--- src/hw/rtl/bpra_pkg.sv ---
`timescale 1ns / 1ps
// ----------------------------------------------------------------------------
// bpra_pkg
// shared types and constants of the bitmap page run allocator
// ----------------------------------------------------------------------------
package bpra_pkg;

    localparam int NUM_PAGES = 4096;
    localparam int PAGE_W    = $clog2(NUM_PAGES);
    localparam int COUNT_W   = PAGE_W + 1;
    localparam int WORD_W    = 64;
    localparam int WADDR_W   = PAGE_W - $clog2(WORD_W);
    localparam int CHUNK_W   = 8;
    localparam int CSEL_W    = $clog2(WORD_W / CHUNK_W);

    localparam logic [COUNT_W-1:0] NUM_PAGES_C = COUNT_W'(NUM_PAGES);

    // operation codes
    localparam logic FUNC_ALLOC = 1'b0;
    localparam logic FUNC_FREE  = 1'b1;

    typedef struct packed {
        logic               func;
        logic [COUNT_W-1:0] run_length;
        logic [PAGE_W-1:0]  start_page;
    } t_in_item;

    typedef struct packed {
        logic [PAGE_W-1:0]  alloc_page;
        logic               out_of_memory;
        logic [COUNT_W-1:0] free_count;
    } t_out_item;

    typedef struct packed {
        logic               rd_en;
        logic [WADDR_W-1:0] rd_addr;
        logic               wr_en;
        logic [WADDR_W-1:0] wr_addr;
        logic [WORD_W-1:0]  wr_data;
    } t_mem_req;

    typedef struct packed {
        logic               found;
        logic [COUNT_W-1:0] run_end;
        logic [COUNT_W-1:0] run;
    } t_scan_res;

    typedef enum logic [2:0] {
        ST_IDLE,
        ST_START,
        ST_SCAN_RD,
        ST_SCAN,
        ST_MARK_RD,
        ST_MARK_WR,
        ST_DONE
    } t_state;

endpackage

--- src/hw/rtl/bpra_bitmap.sv ---
`timescale 1ns / 1ps
// ----------------------------------------------------------------------------
// bpra_bitmap
// used-page bitmap, one 64-bit word per row, rows read as all used until written
// ----------------------------------------------------------------------------
module bpra_bitmap (
    input  logic                      i_clk,
    input  logic                      i_rst_n,
    input  bpra_pkg::t_mem_req        i_req,
    output logic [bpra_pkg::WORD_W-1:0] o_rd_data
);
    import bpra_pkg::*;

    localparam int ROWS = 1 << WADDR_W;

    logic [WORD_W-1:0] r_mem [ROWS];
    logic [ROWS-1:0]   r_row_vld;
    logic [WORD_W-1:0] r_rd_data;
    logic              r_rd_vld;

    always_ff @(posedge i_clk) begin
        if (i_req.wr_en) begin
            r_mem[i_req.wr_addr] <= i_req.wr_data;
        end
        if (i_req.rd_en) begin
            r_rd_data <= r_mem[i_req.rd_addr];
        end
    end

    always_ff @(posedge i_clk) begin
        if (!i_rst_n) begin
            r_row_vld <= '0;
            r_rd_vld  <= 1'b0;
        end else begin
            if (i_req.wr_en) begin
                r_row_vld[i_req.wr_addr] <= 1'b1;
            end
            if (i_req.rd_en) begin
                r_rd_vld <= r_row_vld[i_req.rd_addr];
            end
        end
    end

    // unwritten rows read back as all ones: every page used
    assign o_rd_data = r_rd_vld ? r_rd_data : '1;

endmodule

--- config.mk ---
export PLATFORM = sky130hd
export DESIGN_NAME = bpra_bitmap
export DESIGN_NICKNAME = d
export VERILOG_FILES = /design/src/hw/rtl/bpra_pkg.sv /design/src/hw/rtl/bpra_bitmap.sv
export SDC_FILE = /design/constraint.sdc
export NUM_CORES = 2
export LEC_CHECK = 0
export ABC_CLOCK_PERIOD_IN_PS = 15400
export BUFFER_PORTS_ARGS = -buffer_cell sky130_fd_sc_hd__buf_2
export CORE_MARGIN = 4
export CORE_UTILIZATION = 45
export CTS_BUF_LIST = sky130_fd_sc_hd__clkbuf_8
export CTS_CLUSTER_SIZE = 24
export DETAILED_ROUTE_END_ITERATION = 7
export PLACE_DENSITY_LB_ADDON = 0.08
export SETUP_SLACK_MARGIN = 0.3
export SYNTH_ARGS = -nofsm -noshare
export SYNTH_HDL_FRONTEND = slang
export SYNTH_SLANG_ARGS = --single-unit
--- constraint.sdc ---
create_clock -name i_clk -period 15.4 [get_ports i_clk]
set_clock_uncertainty 0.1 [all_clocks]
set_input_delay 0 -clock i_clk [delete_from_list [all_inputs] [get_ports i_clk]]
set_output_delay 0 -clock i_clk [all_outputs]
set_load 0.05 [all_outputs]
**Word-level counts from Yosys, hierarchy flattened**

Memory sizes are Yosys's and may differ from the RTL's. A register that Yosys moved wholly into a read port is not among the register bits.
Cells that the tools add are included.

- Reduce and logical (&&, ||, !) cells: 1
- $lt $le $gt $ge: 3
- Muxes and demuxes: 7
- Bitwise gates (word level): 1

Operators by type and width:

| operator | number |
|---|---|
| $mux 64 | 1 |
| $or 64x64->64 | 1 |
| $lt 6x7->1 const B | 2 |
| $bmux 1 s6 | 1 |
| $demux 1 s6 | 1 |
| $ge 6x1->1 const B | 1 |
| $mux 1 | 4 |
| $logic_and 1x1->1 | 1 |

- Memories kept: 1
- Output and inout bits: 64
- RAM bits: 4096
- Input port bits: 80
- Register bits after elaboration: 65
- Word-level logic and storage cells: 15

Memory list:

| name | depth | bits a word | rd ports | clocked after memory_dff | wr ports | line | RTL |
|---|---|---|---|---|---|---|---|
| r_mem | 64 | 64 | 1 | 1 | 1 | bpra_bitmap.sv:16 | `logic [WORD_W-1:0] r_mem [ROWS];` |

**Depth between registers and ports, before layout**

- Depth after elaboration: 5
- Depth in mapped cells: 10

**Least setup slack after synthesis**

Ideal clock, no wire load.

- Kind: in2reg
- Start: input i_req[70] (netlist name)
- End: memory r_mem[40][0] (enable)
- Path slack: 9.853 ns
- Path buffers: 0
- Library setup time: 0.567 ns
- Arrival: 4.880 ns
- Stages: 3
- Cells stage by stage: nor2b_1 > nand3_1 > nor3_1

- Word-level cells in the longest chain between the ends: 2

Ends and longest elaborated chain:

| item | line | RTL |
|---|---|---|
| from (decl) | bpra_bitmap.sv:9 | `input bpra_pkg::t_mem_req i_req,` |
| $mux 1 | bpra_bitmap.sv:22 | `if (i_req.wr_en) begin` |
| $mux 1 (not written as such) | bpra_bitmap.sv:23 | `r_mem[i_req.wr_addr] <= i_req.wr_data;` |
| to (decl) | bpra_bitmap.sv:16 |  |

Every way passes these cells.

**Worst setup path in the final report**

- Start: input i_req[70] (netlist name)
- End: memory r_mem[46][55] (enable)

The elaborated chain is that of the path after synthesis.

==> metrics.sh <==
CRITICALPATHCATEGORY='input pin to flop'
IR_WORST_VDD_V=0.0000829
WORST-PATH-MAX-FANOUT=25
POWER-PER-CELL-AREA_nW_PER_UM2=125
FINAL-MAX-SLEW-VIOLATION-COUNT=0
POWER_LEAKAGE_nW=57.2
POST-SYNTH-TOP-AREA-FRACTION_PCT=78.3
SWITCHING_SHARE_PCT=22.8
FINALNETCOUNT=7293
ROUTED-VIA-COUNT=76988
WHS_ENDPOINT='r_mem[48][28]'
TOTAL_CELL_AREA_AT_THE_PLACEMENT_STAGE_SQ_UM=167000
CRIT_SLOWEST_CELL='sky130_fd_sc_hd__nor2_4'
CTS_MADE_BUFFERS=691
GRT_FIRST_PASS_WIRELENGTH_UM=656000
FMAX_MHz=213
POST-ROUTE-PERIOD-UTIL_PCT=30.4
CLK_TRANSITION_REPORTED_PATHS_NS=0.06
SYNTH.AREA.TOP_CELLS='sky130_fd_sc_hd__edfxtp_1 (78%), sky130_fd_sc_hd__mux4_2 (18%), sky130_fd_sc_hd__dfxtp_1 (0.82%)'
PORT_BUFFERS=143
SYN-NUM-NETS=6400
AVGSYNTHCELLAREA_SQ_UM=25.2
GRT_SETUP_UNREPAIRED='false'
ROUTE.ANTENNA.REMAINING_NETS=0
NUMBER_OF_INSTANCES_IN_THE_SYNTHESIZED_NETLIST=6320
CLKLATENCYLATEPIN_NS=1.21
TRITONCTS='yes'
POWER.INTERNAL_mW=17.5
GRT_PASS1_VIAS=79097
CP-START-KIND='input pin'
DRT_WL_TOTAL_UM=478000
CTS_BUFFER_DEPTH=4
WHS_NS=0.121
SYNTH_ENABLE_FLOP_CELLS=4160
MIN-DELAY-START='i_req[28]'
CP_DATA_ARRIVAL_TIME_NS=5.37
YS_WARN_COUNT=0
SYN_TO_FINAL_GROWTH_PCT=14.0
FINAL-INSTANCE-COUNT-EXCL-FILL=12481
STATUS='finished, final reports clean'
POSTSYNTH.ASYNCRESETSHARE_PCT=0
DRIVE_ABOVE_1_SHARE_PCT=32.9
FINAL.MIN_CLOCK_PERIOD_NS=4.68
TRACK_USAGE_PCT=26.1
HOLD_VIOL_FINAL=0
GLOBAL_ROUTE.OVERFLOW_TOTAL=0
POST_CTS.RESIZED_INSTANCES=0
FINAL_CRITICAL_PATH_SETUP_SLACK_NS=10.72
MAX_SLEW.WORST_PIN.SLEW_NS=1.39
DESIGN.PORTCOUNT=144
SYNTHTOPCELLSBYCOUNT='sky130_fd_sc_hd__edfxtp_1 (4,160), sky130_fd_sc_hd__mux4_2 (1,290), sky130_fd_sc_hd__clkbuf_1 (192), sky130_fd_sc_hd__a22oi_1 (131), sky130_fd_sc_hd__buf_2 (107)'
R2R_SETUP_SLACK_NS=12.30
FIRST_ITER_VIOLATIONS=9418
REGISTER_SHARE_OF_TOTAL_POWER_PCT=56.4
MAX_TRANSITION_MARGIN_PCT=7.36
WORST_R2R_STARTPOINT='r_mem[55][37]'
YOSYS_REGISTER_BITS=4225
LAYOUT.CORE_UTILIZATION_PCT=51.5
SYNTH.MOST_COMMON_CELL='sky130_fd_sc_hd__edfxtp_1'
CRIT_REQUIRED_NS=16.09
PLACE_WS_NS=10.43
ROOT_BUFFER='sky130_fd_sc_hd__clkbuf_8'
MAPPEDNETLISTAREA_SQ_UM=160000
POSTCTSHOLDBUFS=210
GP_ROUTABILITY_CONGESTION=0.755
FP.COREAREA_SQ_UM=353000
CP-END-KIND='flop'
PLACED_CELLS_INCL_TAPS=11040
CTS.HTREE.LEVELS=6
SYNTH_SEQUENTIAL_AREA_RATIO_PCT=79.1
SWITCHINGPOWER_mW=5.16
GRT_ANTENNA_BEFORE_REPAIR=29
AVGROUTEDWIREPERCELL_UM=38.3
DETAIL_ROUTED_VIA_COUNT_PER_CELL=6.17
CLOCKPOWERSHARE_PCT=38.6
AREA_LEADER_NETLIST='sky130_fd_sc_hd__edfxtp_1'
ROUTE.DETAILED.DRC=0
TOTAL_POWER_mW=22.7
LARGEST_NET_DEGREE_AT_THE_START_OF_GLOBAL_ROUTING=125
NUM_ROWS=218
RR_ENDPOINT='r_rd_data[37]'
CHIPHEIGHT_UM=603
TIMING.HOLD.WORST.CLASS='input pin to flop'
SETUP_TNS_NS=0
POSTLAYOUTCELLAREA_SQ_UM=182000
START_UTIL_PCT=45.2
CTS.REPAIR_TIMING.SETUP_BUFFER_COUNT=0
CP_SLOWEST_STAGE_DELAY_NS=1.09
DIE_AREA_SQ_UM=364000
CHIPWIDTH_UM=603
WORST_HOLD_PATH.NUM_CELLS=2
MAX_CAP_VIOL_COUNT=0
CLKSINKCOUNT=4225
WORSTREGTOREGCELLS=6
CRITICAL_PATH.CELL_CHAIN='dlygate4sd3_1 > buf_2 > dlygate4sd3_1 > nand4_1 > dlygate4sd3_1 > dlygate4sd3_1 > nor2_4 > buf_4 > buf_4'
COUNT_OF_DIFFERENT_CELL_MASTERS_AFTER_SYNTHESIS=30
P_COMB_SHARE_PCT=5.1
CRIT_TOP_CELL='sky130_fd_sc_hd__dlygate4sd3_1'
SETUP_VIOL=0
YS_DOMINANT_REG_CELL='sky130_fd_sc_hd__edfxtp_1'
DP_HPWL_UM=232000
DRT_PASS1_ITERATIONS=5
[per-layer routing]
metal / share of wire [%] / up-vias / GRT usage, %
li1: - / 29537 / -
met1: 41 / 43256 / 37.0
met2: 49 / 3436 / 42.3
met3: 6.9 / 739 / 4.03
met4: 2.8 / 20 / 7.62
met5: 0.029 / - / 0
[worst max path at each step]
| stage | start | to | slack [ns] | depth (start not counted) |
|---|---|---|---|---|
| after detailed placement | i_req[71] | r_rd_data[58] | 10.43 | 8 |
| after CTS | i_req[70] | r_mem[46][55] | 10.85 | 9 |
| final | i_req[70] | r_mem[46][55] | 10.72 | 9 |
| after global routing | i_req[71] | r_rd_vld | 10.70 | 11 |
| after global placement | i_req[71] | r_rd_data[57] | 10.43 | 8 |
| after floorplan | i_req[70] | r_mem[40][0] | 9.85 | 3 |
[critical path, delay by kind of cell]
| kind | cells | cell delay, ns |
|---|---|---|
| buf+inv | 7 | 4.07 |
| simple gates | 2 | 1.20 |
[logic make-up after synthesis]
family,count (synthesis),share of synthesized area [%]
DFF,4225,79.1
muxes,1296,18.2
buffers and inverters,341,0.907
and+or+nand+nor,248,0.749
AOI/OAI and AO/OA,210,0.989
[placed cells by master, fill, tap and decap left out, drive strengths merged, types with 2 or more instances in the layout]
cell type    instances
a2111oi              6
a211oi               2
a22oi              131
buf                386
bufinv               3
clkbuf             707
clkinv             187
clkinvlp            18
dfxtp               65
diode                9
dlygate4sd3        155
edfxtp            4160
inv                307
mux2                 4
mux2i                2
mux4              1290
nand2               72
nand2b              74
nand3               10
nand4                3
nor2                64
nor2b               16
nor3                 4
nor4                 2
o21a                64
o21ai                2
o22ai                2
[power groups by stage]
stage               sequential (mW)  clock (mW)  combinational, mW
detailed placement             13.0           0               1.08
finish                         12.8        8.74               1.15
floorplan                      13.0           0              0.645
global placement               13.0           0               1.07
global route                   12.8        9.49               1.22
CTS                            12.8        8.94               1.17
[cell type report]
cell class	count	area, sq um
Multi-Input combinational cell	1754	32400
Timing Repair Buffer	541	5330
Clock inverter	515	2320
Fill cell	27765	171000
Tap cell	4730	5920
Sequential cell	4225	126000
Antenna cell	9	22.5
Clock buffer	707	9730
[registers in the layout, summed over array words and instances (netlist names)]
signal,count
r_rd_vld,1
r_rd_data,64
r_mem,4096
r_row_vld,64
No activity file was read; power rests on OpenSTA's default activity.
